--- config.mk ---
export PLATFORM = sky130hd
export DESIGN_NAME = gyro_bias_calibrate_and_correct_core
export DESIGN_NICKNAME = d
export VERILOG_FILES = /design/src/rtl/gbc_pkg.sv /design/src/rtl/gbc_lane.sv /design/src/rtl/gyro_bias_calibrate_and_correct_core.sv
export SDC_FILE = /design/constraint.sdc
export NUM_CORES = 2
export LEC_CHECK = 0
export ABC_CLOCK_PERIOD_IN_PS = 16900
export BUFFER_PORTS_ARGS = -buffer_cell sky130_fd_sc_hd__buf_2
export CAP_MARGIN = 20
export CORE_MARGIN = 2
export CORE_UTILIZATION = 62
export DETAILED_ROUTE_END_ITERATION = 10
export PLACE_DENSITY = 0.83
export SLEW_MARGIN = 5
export SYNTH_ARGS = -nofsm -noshare
export SYNTH_HDL_FRONTEND = slang
export SYNTH_SLANG_ARGS = --single-unit
--- constraint.sdc ---
create_clock -name clk -period 16.9 [get_ports clk]
set_clock_uncertainty 0.15 [all_clocks]
set_input_delay 2.535 -clock clk [delete_from_list [all_inputs] [get_ports clk]]
set_output_delay 2.535 -clock clk [all_outputs]
set_load 0.005 [all_outputs]
--- src/rtl/gbc_pkg.sv ---
`default_nettype none

package gbc_pkg;

	localparam int SAMPLE_BITS_DEF = 16;
	localparam int FRAC_BITS_DEF   = 8;
	localparam int COUNT_BITS_DEF  = 20;

	localparam int CAL_BITS     = 31;
	localparam int ELAPSED_BITS = 32;
	localparam int DT_BITS      = 24;
	localparam logic [CAL_BITS-1:0] CAL_RESET = CAL_BITS'(5000000);

	localparam int NUM_AXES = 3;
	localparam int AXIS_X   = 0;
	localparam int AXIS_Y   = 1;
	localparam int AXIS_Z   = 2;

	typedef enum logic {
		ACT_CALIBRATE = 1'b0,
		ACT_CORRECT   = 1'b1
	} action_t;

	typedef struct packed {
		logic load;
		logic cal;
		logic step;
		logic commit;
	} lane_ctl_t;

endpackage

`default_nettype wire

--- src/rtl/gbc_lane.sv ---
`default_nettype none

module gbc_lane #(
	parameter int SAMPLE_BITS = gbc_pkg::SAMPLE_BITS_DEF,
	parameter int FRAC_BITS   = gbc_pkg::FRAC_BITS_DEF,
	parameter int COUNT_BITS  = gbc_pkg::COUNT_BITS_DEF,
	localparam int MEAN_BITS  = SAMPLE_BITS + FRAC_BITS,
	localparam int DIFF_BITS  = MEAN_BITS + 1
) (
	input  wire                          clk,
	input  wire                          arst_n,
	input  gbc_pkg::lane_ctl_t           ctl,
	input  wire signed [SAMPLE_BITS-1:0] sample,
	input  wire        [COUNT_BITS-1:0]  count,
	output logic signed [DIFF_BITS-1:0]  corr,
	output logic signed [SAMPLE_BITS-1:0] min_val,
	output logic signed [SAMPLE_BITS-1:0] max_val
);

	localparam logic signed [SAMPLE_BITS-1:0] MIN_RESET = {1'b0, {(SAMPLE_BITS-1){1'b1}}};
	localparam logic signed [SAMPLE_BITS-1:0] MAX_RESET = {1'b1, {(SAMPLE_BITS-1){1'b0}}};

	logic signed [SAMPLE_BITS-1:0] sample_q;
	logic signed [SAMPLE_BITS-1:0] min_q;
	logic signed [SAMPLE_BITS-1:0] max_q;
	logic signed [MEAN_BITS-1:0]   mean_q;
	logic                          neg_q;
	logic [COUNT_BITS-1:0]         div_q;
	logic [COUNT_BITS-1:0]         rem_q;
	logic [DIFF_BITS-1:0]          quo_q;

	logic signed [MEAN_BITS-1:0] in_scaled;
	logic signed [MEAN_BITS-1:0] q_scaled;
	logic signed [DIFF_BITS-1:0] diff;
	logic        [DIFF_BITS-1:0] mag;
	logic        [COUNT_BITS:0]  trial;
	logic                        fits;
	logic        [COUNT_BITS-1:0] rem_nx;
	logic        [DIFF_BITS-1:0] quo_signed;

	always_comb begin
		in_scaled  = MEAN_BITS'(sample) <<< FRAC_BITS;
		q_scaled   = MEAN_BITS'(sample_q) <<< FRAC_BITS;
		diff       = DIFF_BITS'(in_scaled) - DIFF_BITS'(mean_q);
		mag        = diff[DIFF_BITS-1] ? DIFF_BITS'(-diff) : DIFF_BITS'(diff);
		trial      = {rem_q, quo_q[DIFF_BITS-1]};
		fits       = (trial >= {1'b0, div_q});
		rem_nx     = fits ? COUNT_BITS'(trial - {1'b0, div_q}) : trial[COUNT_BITS-1:0];
		quo_signed = neg_q ? DIFF_BITS'(-quo_q) : quo_q;
		corr       = DIFF_BITS'(q_scaled) - DIFF_BITS'(mean_q);
	end

	assign min_val = min_q;
	assign max_val = max_q;

	always_ff @(posedge clk or negedge arst_n) begin
		if (!arst_n) begin
			min_q  <= MIN_RESET;
			max_q  <= MAX_RESET;
			mean_q <= '0;
		end else begin
			if (ctl.load && ctl.cal) begin
				if (sample < min_q) min_q <= sample;
				if (sample > max_q) max_q <= sample;
			end
			if (ctl.commit)
				mean_q <= mean_q + MEAN_BITS'(quo_signed);
		end
	end

	// restoring divide of |diff| by the sample count, one quotient bit per step
	always_ff @(posedge clk) begin
		if (ctl.load) begin
			sample_q <= sample;
			if (ctl.cal) begin
				neg_q <= diff[DIFF_BITS-1];
				div_q <= count;
				rem_q <= '0;
				quo_q <= mag;
			end
		end else if (ctl.step) begin
			rem_q <= rem_nx;
			quo_q <= {quo_q[DIFF_BITS-2:0], fits};
		end
	end

endmodule

`default_nettype wire

--- src/rtl/gyro_bias_calibrate_and_correct_core.sv ---
// Gyro bias calibration and correction.
// Input beats (in_valid/in_stall) carry an action and one 3-axis sample.
// A calibrate beat, while elapsed time is below calibration_time, adds
// delta_time, bumps the saturating sample count, tracks per-axis min/max
// and folds the sample into the per-axis Q.FRAC_BITS running mean.
// A correct beat subtracts the mean and remaps the axes.
// Every input beat yields one output beat (out_valid/out_stall).
// Three axis lanes run side by side; each owns a bit-serial divider.
// An updating calibrate beat goes from accept through the lane dividers,
// one quotient bit per cycle, then a commit state and the output load.
// Other beats go straight to the output load.
// One item is in work at a time; a new beat is taken the cycle after the
// previous one has reached the output register, even while it is stalled.
// A stalled output holds; the finished next item waits until it drains.
// cfg write beats (cfg_valid/cfg_ready) set calibration_time; write only
// while idle. Reset restores calibration_time, clears time, count and
// means, and sets min/max to their extreme opposite values.
`default_nettype none

module gyro_bias_calibrate_and_correct_core #(
	parameter int SAMPLE_BITS = gbc_pkg::SAMPLE_BITS_DEF,
	parameter int FRAC_BITS   = gbc_pkg::FRAC_BITS_DEF,
	parameter int COUNT_BITS  = gbc_pkg::COUNT_BITS_DEF,
	localparam int MEAN_BITS  = SAMPLE_BITS + FRAC_BITS,
	localparam int OUT_BITS   = MEAN_BITS + 1
) (
	input  wire                               clk,
	input  wire                               arst_n,

	input  wire                               cfg_valid,
	output logic                              cfg_ready,
	input  wire [gbc_pkg::CAL_BITS-1:0]       cfg_data,

	input  wire                               in_valid,
	output logic                              in_stall,
	input  wire                               action,
	input  wire signed [SAMPLE_BITS-1:0]      sample_x,
	input  wire signed [SAMPLE_BITS-1:0]      sample_y,
	input  wire signed [SAMPLE_BITS-1:0]      sample_z,
	input  wire [gbc_pkg::DT_BITS-1:0]        delta_time,

	output logic                              out_valid,
	input  wire                               out_stall,
	output logic signed [OUT_BITS-1:0]        out_x,
	output logic signed [OUT_BITS-1:0]        out_y,
	output logic signed [OUT_BITS-1:0]        out_z,
	output logic                              still_calibrating,
	output logic                              calibrating_now,
	output logic signed [SAMPLE_BITS-1:0]     min_x,
	output logic signed [SAMPLE_BITS-1:0]     min_y,
	output logic signed [SAMPLE_BITS-1:0]     min_z,
	output logic signed [SAMPLE_BITS-1:0]     max_x,
	output logic signed [SAMPLE_BITS-1:0]     max_y,
	output logic signed [SAMPLE_BITS-1:0]     max_z
);

	localparam int STEP_BITS = $clog2(OUT_BITS);
	localparam logic [STEP_BITS-1:0] LAST_STEP = STEP_BITS'(OUT_BITS - 1);

	typedef enum logic [1:0] {
		ST_IDLE,
		ST_DIV,
		ST_COMMIT,
		ST_FIN
	} state_t;

	state_t                            state_q;
	logic [STEP_BITS-1:0]              step_q;
	logic [gbc_pkg::CAL_BITS-1:0]      cal_time_q;
	logic [gbc_pkg::ELAPSED_BITS-1:0]  elapsed_q;
	logic [COUNT_BITS-1:0]             count_q;
	gbc_pkg::action_t                  action_q;

	logic                              out_valid_q;
	logic signed [OUT_BITS-1:0]        out_x_q, out_y_q, out_z_q;
	logic                              still_q, now_q;
	logic signed [SAMPLE_BITS-1:0]     min_x_q, min_y_q, min_z_q;
	logic signed [SAMPLE_BITS-1:0]     max_x_q, max_y_q, max_z_q;

	logic                              accept;
	logic                              cal_active;
	logic                              do_cal;
	logic [COUNT_BITS-1:0]             count_nx;
	logic                              out_free;
	gbc_pkg::lane_ctl_t                ctl;

	logic signed [SAMPLE_BITS-1:0]     lane_sample [gbc_pkg::NUM_AXES];
	logic signed [OUT_BITS-1:0]        lane_corr   [gbc_pkg::NUM_AXES];
	logic signed [SAMPLE_BITS-1:0]     lane_min    [gbc_pkg::NUM_AXES];
	logic signed [SAMPLE_BITS-1:0]     lane_max    [gbc_pkg::NUM_AXES];

	assign cfg_ready  = 1'b1;
	assign in_stall   = (state_q != ST_IDLE);
	assign accept     = in_valid && !in_stall;
	assign cal_active = (elapsed_q < gbc_pkg::ELAPSED_BITS'(cal_time_q));
	assign do_cal     = (gbc_pkg::action_t'(action) == gbc_pkg::ACT_CALIBRATE) && cal_active;
	assign count_nx   = (count_q == '1) ? count_q : count_q + 1'b1;
	assign out_free   = !out_valid_q || !out_stall;

	always_comb begin
		ctl.load   = accept;
		ctl.cal    = do_cal;
		ctl.step   = (state_q == ST_DIV);
		ctl.commit = (state_q == ST_COMMIT);
	end

	assign lane_sample[gbc_pkg::AXIS_X] = sample_x;
	assign lane_sample[gbc_pkg::AXIS_Y] = sample_y;
	assign lane_sample[gbc_pkg::AXIS_Z] = sample_z;

	for (genvar i = 0; i < gbc_pkg::NUM_AXES; i++) begin : g_lane
		gbc_lane #(
			.SAMPLE_BITS (SAMPLE_BITS),
			.FRAC_BITS   (FRAC_BITS),
			.COUNT_BITS  (COUNT_BITS)
		) u_lane (
			.clk     (clk),
			.arst_n  (arst_n),
			.ctl     (ctl),
			.sample  (lane_sample[i]),
			.count   (count_nx),
			.corr    (lane_corr[i]),
			.min_val (lane_min[i]),
			.max_val (lane_max[i])
		);
	end

	always_ff @(posedge clk or negedge arst_n) begin
		if (!arst_n) begin
			cal_time_q <= gbc_pkg::CAL_RESET;
		end else if (cfg_valid && cfg_ready) begin
			cal_time_q <= cfg_data;
		end
	end

	always_ff @(posedge clk) begin
		if (accept)
			action_q <= gbc_pkg::action_t'(action);
	end

	always_ff @(posedge clk or negedge arst_n) begin
		if (!arst_n) begin
			state_q     <= ST_IDLE;
			step_q      <= '0;
			elapsed_q   <= '0;
			count_q     <= '0;
			out_valid_q <= 1'b0;
		end else begin
			case (state_q)
				ST_IDLE: begin
					if (accept) begin
						step_q <= '0;
						if (do_cal) begin
							elapsed_q <= elapsed_q + gbc_pkg::ELAPSED_BITS'(delta_time);
							count_q   <= count_nx;
							state_q   <= ST_DIV;
						end else begin
							state_q <= ST_FIN;
						end
					end
				end
				ST_DIV: begin
					step_q <= step_q + 1'b1;
					if (step_q == LAST_STEP)
						state_q <= ST_COMMIT;
				end
				ST_COMMIT: begin
					state_q <= ST_FIN;
				end
				ST_FIN: begin
					if (out_free)
						state_q <= ST_IDLE;
				end
				default: begin
					state_q <= ST_IDLE;
				end
			endcase
			if (state_q == ST_FIN && out_free)
				out_valid_q <= 1'b1;
			else if (!out_stall)
				out_valid_q <= 1'b0;
		end
	end

	// merge: remap lane corrections (zero for calibrate beats) and gather status into the output beat
	always_ff @(posedge clk) begin
		if (state_q == ST_FIN && out_free) begin
			if (action_q == gbc_pkg::ACT_CORRECT) begin
				out_x_q <= lane_corr[gbc_pkg::AXIS_Y];
				out_y_q <= -lane_corr[gbc_pkg::AXIS_X];
				out_z_q <= lane_corr[gbc_pkg::AXIS_Z];
			end else begin
				out_x_q <= '0;
				out_y_q <= '0;
				out_z_q <= '0;
			end
			still_q <= cal_active;
			now_q   <= cal_active && (elapsed_q != '0);
			min_x_q <= lane_min[gbc_pkg::AXIS_X];
			min_y_q <= lane_min[gbc_pkg::AXIS_Y];
			min_z_q <= lane_min[gbc_pkg::AXIS_Z];
			max_x_q <= lane_max[gbc_pkg::AXIS_X];
			max_y_q <= lane_max[gbc_pkg::AXIS_Y];
			max_z_q <= lane_max[gbc_pkg::AXIS_Z];
		end
	end

	assign out_valid         = out_valid_q;
	assign out_x             = out_x_q;
	assign out_y             = out_y_q;
	assign out_z             = out_z_q;
	assign still_calibrating = still_q;
	assign calibrating_now   = now_q;
	assign min_x             = min_x_q;
	assign min_y             = min_y_q;
	assign min_z             = min_z_q;
	assign max_x             = max_x_q;
	assign max_y             = max_y_q;
	assign max_z             = max_z_q;

endmodule

`default_nettype wire
Word-level counts from Yosys, hierarchy flattened
Index checks and enable logic that the tools add are counted.
{"block": "totals", "regBits": 639, "in_bits": 109, "output_inout_bits": 176, "wordCells": 143}
{"block": "classes", "addsub": 22, "magnitude_cmp": 10, "eq_ne": 10, "muxes": 35, "n_bitwise": 1, "n_reduce_logical": 25}
{"cell": "$mux W25", "count": 12}
{"cell": "$mux W20", "count": 11}
{"cell": "$sub A24 B24 Y25", "count": 6}
{"cell": "$neg A25 Y25", "count": 4}
{"cell": "$add A24 B24 Y24", "count": 3}
{"cell": "$mux W24", "count": 3}
{"cell": "$neg A24 Y24", "count": 3}
{"cell": "$ge A21 B20 Y1", "count": 3}
{"cell": "$sub A20 B20 Y20", "count": 3}
{"cell": "$gt A16 B16 Y1", "count": 3}
{"cell": "$lt A16 B16 Y1", "count": 3}
{"cell": "$add A32 B24 Y32", "count": 1}
{"cell": "$lt A32 B31 Y1", "count": 1}
{"cell": "$reduce_bool A32 Y1", "count": 1}
{"cell": "$add A20 B1 Y20 const B", "count": 1}
{"cell": "$eq A20 B20 Y1 const B", "count": 1}
{"cell": "$reduce_and A2 Y1", "count": 9}
{"cell": "$pmux W5 S2", "count": 1}
{"cell": "$mux W2", "count": 4}
{"cell": "$pmux W2 S4", "count": 1}
{"cell": "$ne A2 B1 Y1 const B", "count": 3}
{"cell": "$reduce_and A3 Y1", "count": 2}
{"cell": "$reduce_bool A2 Y1", "count": 3}
{"cell": "$add A5 B1 Y5 const B", "count": 1}
{"cell": "other kinds (11)", "count": 20}

Depth between registers and ports, before layout
{"block": "depth", "depth_word": 5, "ltp_mapped": 17, "depth_no_buf": 17}

By module
A second synthesis with hierarchy kept.
{"block": "hier_totals", "hier_cells": 4521, "area_unflattened_um2": 45668.8}
{"mod": "gbc_lane (g_lane[1].u_lane ...)", "instances": 2, "cells_each": 1182, "area_per_inst_um2": 11242.0, "seq_area_each_um2": 3883.7}
{"mod": "gyro_bias_calibrate_and_correct_core", "instances": 1, "cells_each": 1014, "area_per_inst_um2": 12270.5, "seq_area_each_um2": 7512.2}
{"mod": "gbc_lane (g_lane[0].u_lane)", "instances": 1, "cells_each": 1143, "area_per_inst_um2": 10914.2, "seq_area_each_um2": 3883.7}

Least setup slack after synthesis
No wires, ideal clock.
{"block": "synth_path", "path_type": "input port to flip-flop", "from": "input out_stall", "to": "register now_q, in the netlist calibrating_now, enable pin", "setup_time_ps": 968, "arrival_ps": 15011, "required_ps": 15782, "slack_ps": 771, "path_stages": 1, "path_buffers": 0, "cell_sequence": "a21boi_0"}
{"block": "synth_via", "elab_chain_len": 3}
{"element": "start, declared", "line": "gyro_bias_calibrate_and_correct_core.sv:43", "text": "input wire out_stall,"}
{"element": "$logic_not A1 Y1"}
{"element": "$logic_or A1 B1 Y1", "line": "gyro_bias_calibrate_and_correct_core.sv:98", "text": "assign out_free = !out_valid_q || !out_stall;"}
{"element": "$logic_and A1 B1 Y1", "line": "gyro_bias_calibrate_and_correct_core.sv:187", "text": "if (state_q == ST_FIN && out_free) begin"}
{"element": "end signal, assigned", "line": "gyro_bias_calibrate_and_correct_core.sv:198", "text": "now_q <= cal_active && (elapsed_q != '0);"}
{"element": "end, declared", "line": "gyro_bias_calibrate_and_correct_core.sv:76", "text": "logic still_q, now_q;"}
No other way between the ends.
A chain may end at the register's enable or synchronous reset.

Final worst setup path
{"block": "layout_path", "from": "input sample_y[1]", "to": "register g_lane[1].u_lane.quo_q[4], data pin"}
{"block": "layout_via", "elab_chain_len": 4}
{"element": "start, declared", "line": "gyro_bias_calibrate_and_correct_core.sv:38", "text": "input wire signed [SAMPLE_BITS-1:0] sample_y,"}
{"element": "$sub A24 B24 Y25", "line": "gbc_lane.sv:44", "text": "diff = DIFF_BITS'(in_scaled) - DIFF_BITS'(mean_q);"}
{"element": "$mux W25", "line": "gbc_lane.sv:45", "text": "mag = diff[DIFF_BITS-1] ? DIFF_BITS'(-diff) : DIFF_BITS'(diff);"}
{"element": "$mux W25", "line": "gbc_lane.sv:75", "text": "if (ctl.cal) begin"}
{"element": "$mux W25", "line": "gbc_lane.sv:73", "text": "if (ctl.load) begin"}
{"element": "end signal, assigned", "line": "gbc_lane.sv:79", "text": "quo_q <= mag;"}
{"element": "end signal, assigned", "line": "gbc_lane.sv:83", "text": "quo_q <= {quo_q[DIFF_BITS-2:0], fits};"}
{"element": "end, declared", "line": "gbc_lane.sv:30", "text": "logic [DIFF_BITS-1:0] quo_q;"}
No other way between the ends. The select of a mux whose other input is x is not followed.

==> metrics.cfg <==
[outcome]
outcome = finished clean

[clock_tree]
cts-resized-gates = 0
cts_clock_pin_slew_for_the_worst_setup_and_hold_paths_ps = 60
cts_htree_levels = 3
root_buffer = sky130_fd_sc_hd__clkbuf_16
postCtsSetupRepairBufs = 0
tritoncts = yes
cts_inserted_buffers = 70
cts_num_sinks = 639
insertion_delay_ps = 630
cts_buffer_depth = 3
postCtsHoldBufs = 0

[placed_design]
placement.io_buffers = 283
post_dp_cell_area_mm2 = 0.04451
detailed_place_hpwl_um = 72330
routabilityCongestion = 0.9139

[drt]
route.antenna.remaining_nets = 0
num_vias = 32640
detail_route.wl_per_cell_um = 18.48
drtIter0Drc = 2607
post_drt_via_cell_ratio = 6.080
drt_wl_total_um = 99180
drt_pre_antenna_iters = 5
detail_route.drc_violations = 0

[worst_setup_path]
startpoint_type = primary input
timing.critical_path.required_ps = 17100
timing.critical_path.to_type = register
worst_r2r_startpoint = cal_time_q[6]
startpoint = sample_y[1]
setup.worst_path.class = primary input to register
worst-r2r-cell-count = 11
critPathMaxFanout = 16
crit_arrival_ps = 6010

[die]
die-height_um = 265.0
cell_rows = 95
num_io_pins = 285
initial_core_util_pct = 62.76
die-area_mm2 = 0.07020
die_x_um = 265.0
placeableCoreArea_mm2 = 0.06728

[logic_synthesis]
synth.cells.most_frequent = sky130_fd_sc_hd__ha_1, sky130_fd_sc_hd__edfxtp_1, sky130_fd_sc_hd__o21ai_0
yosys.cell_types.count = 97
synth_edf_count = 380
synth_top_cells_by_area = sky130_fd_sc_hd__edfxtp_1, sky130_fd_sc_hd__dfrtp_1, sky130_fd_sc_hd__ha_1
netlist_area_mm2 = 0.04222
post-synth-top-area-cell = sky130_fd_sc_hd__edfxtp_1
syn-instance-count = 4182
synthesis.nets = 4685
synth.most_common_cell = sky130_fd_sc_hd__ha_1
dominant_register_cell_in_the_synthesized_netlist = sky130_fd_sc_hd__edfxtp_1
area_share_of_the_leading_cell_type_in_the_synthesized_netlist_pct = 27.03
ys_seq_elements = 639
async_reset_ff_share_pct = 40.53
synth_warnings = 0
syn_avg_cell_area_um2 = 10.10
synth.yosys.seq_area_share_pct = 42.54

[pwr]
power.switching_mw = 4.635
power.switching_fraction_pct = 42.66
internal-power_mw = 6.230
power.static_leakage_nw = 20.15
peakVddDrop_uv = 161.7
combinationalPowerShare_pct = 56.3
clockPowerShare_pct = 14.7
seq_power_share_pct = 29.0
power_density_mw_per_mm2 = 231.8

[layout]
layout.nets = 4940
final_design_area_no_fill_mm2 = 0.04687
areaGrowthSynthToFinish_pct = 11.01
fill_cells = 4887
drive_gt1_share_pct = 14.89
final_core_utilization_pct = 69.67

[timing]
totalNegativeSetupSlack_ps = 0
finalCriticalPeriod_ps = 5815
worst_slew_margin_rel_pct = 15.47
unrepaired_setup_endpoints_after_global_routing = false
fmax_mhz = 172.0
setup_viol_count_final = 0
period_share_pct = 34.41
finalHoldViolCount = 0
worst_pin_slew_ps = 1268
final_count_of_pins_violating_max_slew = 0

[global_routing]
initial_antenna_violation_count = 8
grt_pass1_wl_um = 160900
grt_pass1_vias = 31730
grt_overflow_total = 0
grt_max_degree = 174
global_route.usage.total_pct = 28.03

[run]
drv_cap = 0

[hold_path]
worst_hold_startpoint = g_lane[1].u_lane.max_val[9]
holdPathStages = 0
worstHoldPathType = register to register

==> area by class of cell <==
cell class | count | area (um^2) | area share, %
diodes | 2 | 5.005 | 0.01068
clock buffers | 90 | 1889 | 4.031
clock inverters | 38 | 469.2 | 1.001
inverters | 318 | 1196 | 2.552
multi-input cells | 3108 | 22680 | 48.38
flip-flops and latches | 639 | 17960 | 38.32
well taps | 873 | 1092 | 2.331
repair buffers | 300 | 1579 | 3.369
==> metal layers <==
| metal | up-vias | global-route usage [%] | wire length [um] |
|---|---|---|---|
| li1 | 15710 | - | - |
| met1 | 15710 | 37.65 | 42990 |
| met2 | 1017 | 46.74 | 47090 |
| met3 | 196 | 4.942 | 6555 |
| met4 | 8 | 8.047 | 2515 |
| met5 | - | 0 | 38 |
==> layout by cell type (no fill, tap or decap), types with 67 or more instances in the layout <==
cell                        netlist  final
sky130_fd_sc_hd__a21o_1         116    114
sky130_fd_sc_hd__o21ai_0        318    318
sky130_fd_sc_hd__dfrtp_1        203    203
sky130_fd_sc_hd__clkbuf_16        0     72
sky130_fd_sc_hd__ha_1           386    385
sky130_fd_sc_hd__a21oi_1        202    201
sky130_fd_sc_hd__nand3_1         97     97
sky130_fd_sc_hd__inv_1          316    316
sky130_fd_sc_hd__mux2_2         146    146
sky130_fd_sc_hd__buf_2            2    282
sky130_fd_sc_hd__edfxtp_1       380    380
sky130_fd_sc_hd__xor2_1         105    105
sky130_fd_sc_hd__and2_1          67     67
sky130_fd_sc_hd__nand2_1        300    299
sky130_fd_sc_hd__xnor2_1        259    259
sky130_fd_sc_hd__nor2_1         231    231
sky130_fd_sc_hd__nor3_1          75     75
==> cell families (layout without fill, tap and decap cells) <==
group / count (synthesis) / count (layout) / share of synthesized area, %
adder cells (fa/ha/maj): 394 / 394 / 11.82
AND/OR/NAND/NOR: 1152 / 1152 / 14.02
AO/OA/AOI/OAI: 1004 / 1004 / 15.13
other: 1 / 3 / 0.008882
flip-flops: 639 / 639 / 42.54
buffers and inverters: 435 / 746 / 3.882
XOR/XNOR: 364 / 364 / 7.551
multiplexers: 193 / 193 / 5.038
==> power by group through the flow <==
stage	registers, mW	logic (mW)	clock network, mW
after floorplan	3.07	4.72	0
after global placement	3.13	5.81	0
after detailed placement	3.16	6.01	0
after CTS	3.14	6.07	1.62
after global routing	3.23	6.81	1.67
final	3.15	6.12	1.59
==> per-stage QoR <==
step                      hold slack (ps)  power [mW]  worst slack [ps]  std cells
after floorplan                     291.1       7.788             771.5       4182
after global placement              302.6       8.946             10610       5238
after detailed placement            306.8       9.169             10480       5238
after CTS                           317.1       10.83             11130       5366
after global routing                329.4       11.71             10710       5367
final                               321.9       10.86             11080       5368
==> path summary, 6_finish.rpt <==
| path | end | slack, ps |
|---|---|---|
| max | g_lane[1].u_lane.quo_q[4] | 11080 |
| min | max_y[9] | 320 |
| max reg2reg | g_lane[0].u_lane.max_val[3] | 11620 |
| min reg2reg | max_y[9] | 320 |
| max in group asynchronous | g_lane[2].u_lane.mean_q[19] | 13340 |
| min in group asynchronous | g_lane[0].u_lane.max_val[9] | 1810 |
==> worst max-delay path, stage by stage <==
cell                        delay [ps]
sky130_fd_sc_hd__buf_2             150
sky130_fd_sc_hd__ha_1              350
sky130_fd_sc_hd__a21o_1            230
sky130_fd_sc_hd__a2111oi_2         550
sky130_fd_sc_hd__a211oi_1          210
sky130_fd_sc_hd__o22ai_1           440
sky130_fd_sc_hd__o21ai_0           190
sky130_fd_sc_hd__nor4b_1           350
sky130_fd_sc_hd__a211oi_2          200
sky130_fd_sc_hd__inv_2             310
sky130_fd_sc_hd__mux2i_1           250
sky130_fd_sc_hd__xnor2_1           130
sky130_fd_sc_hd__o21ai_0            90
==> registers in the layout, indices dropped and copies added (netlist names), 20 cells and up <==
register	count
out_y	25
elapsed_q	32
count_q	20
g_lane.u_lane.quo_q	75
out_z	25
cal_time_q	31
g_lane.u_lane.min_val	48
g_lane.u_lane.rem_q	60
out_x	25
g_lane.u_lane.mean_q	72
g_lane.u_lane.div_q	20
g_lane.u_lane.sample_q	48
g_lane.u_lane.max_val	48
No activity file was read; power rests on OpenSTA's default activity.
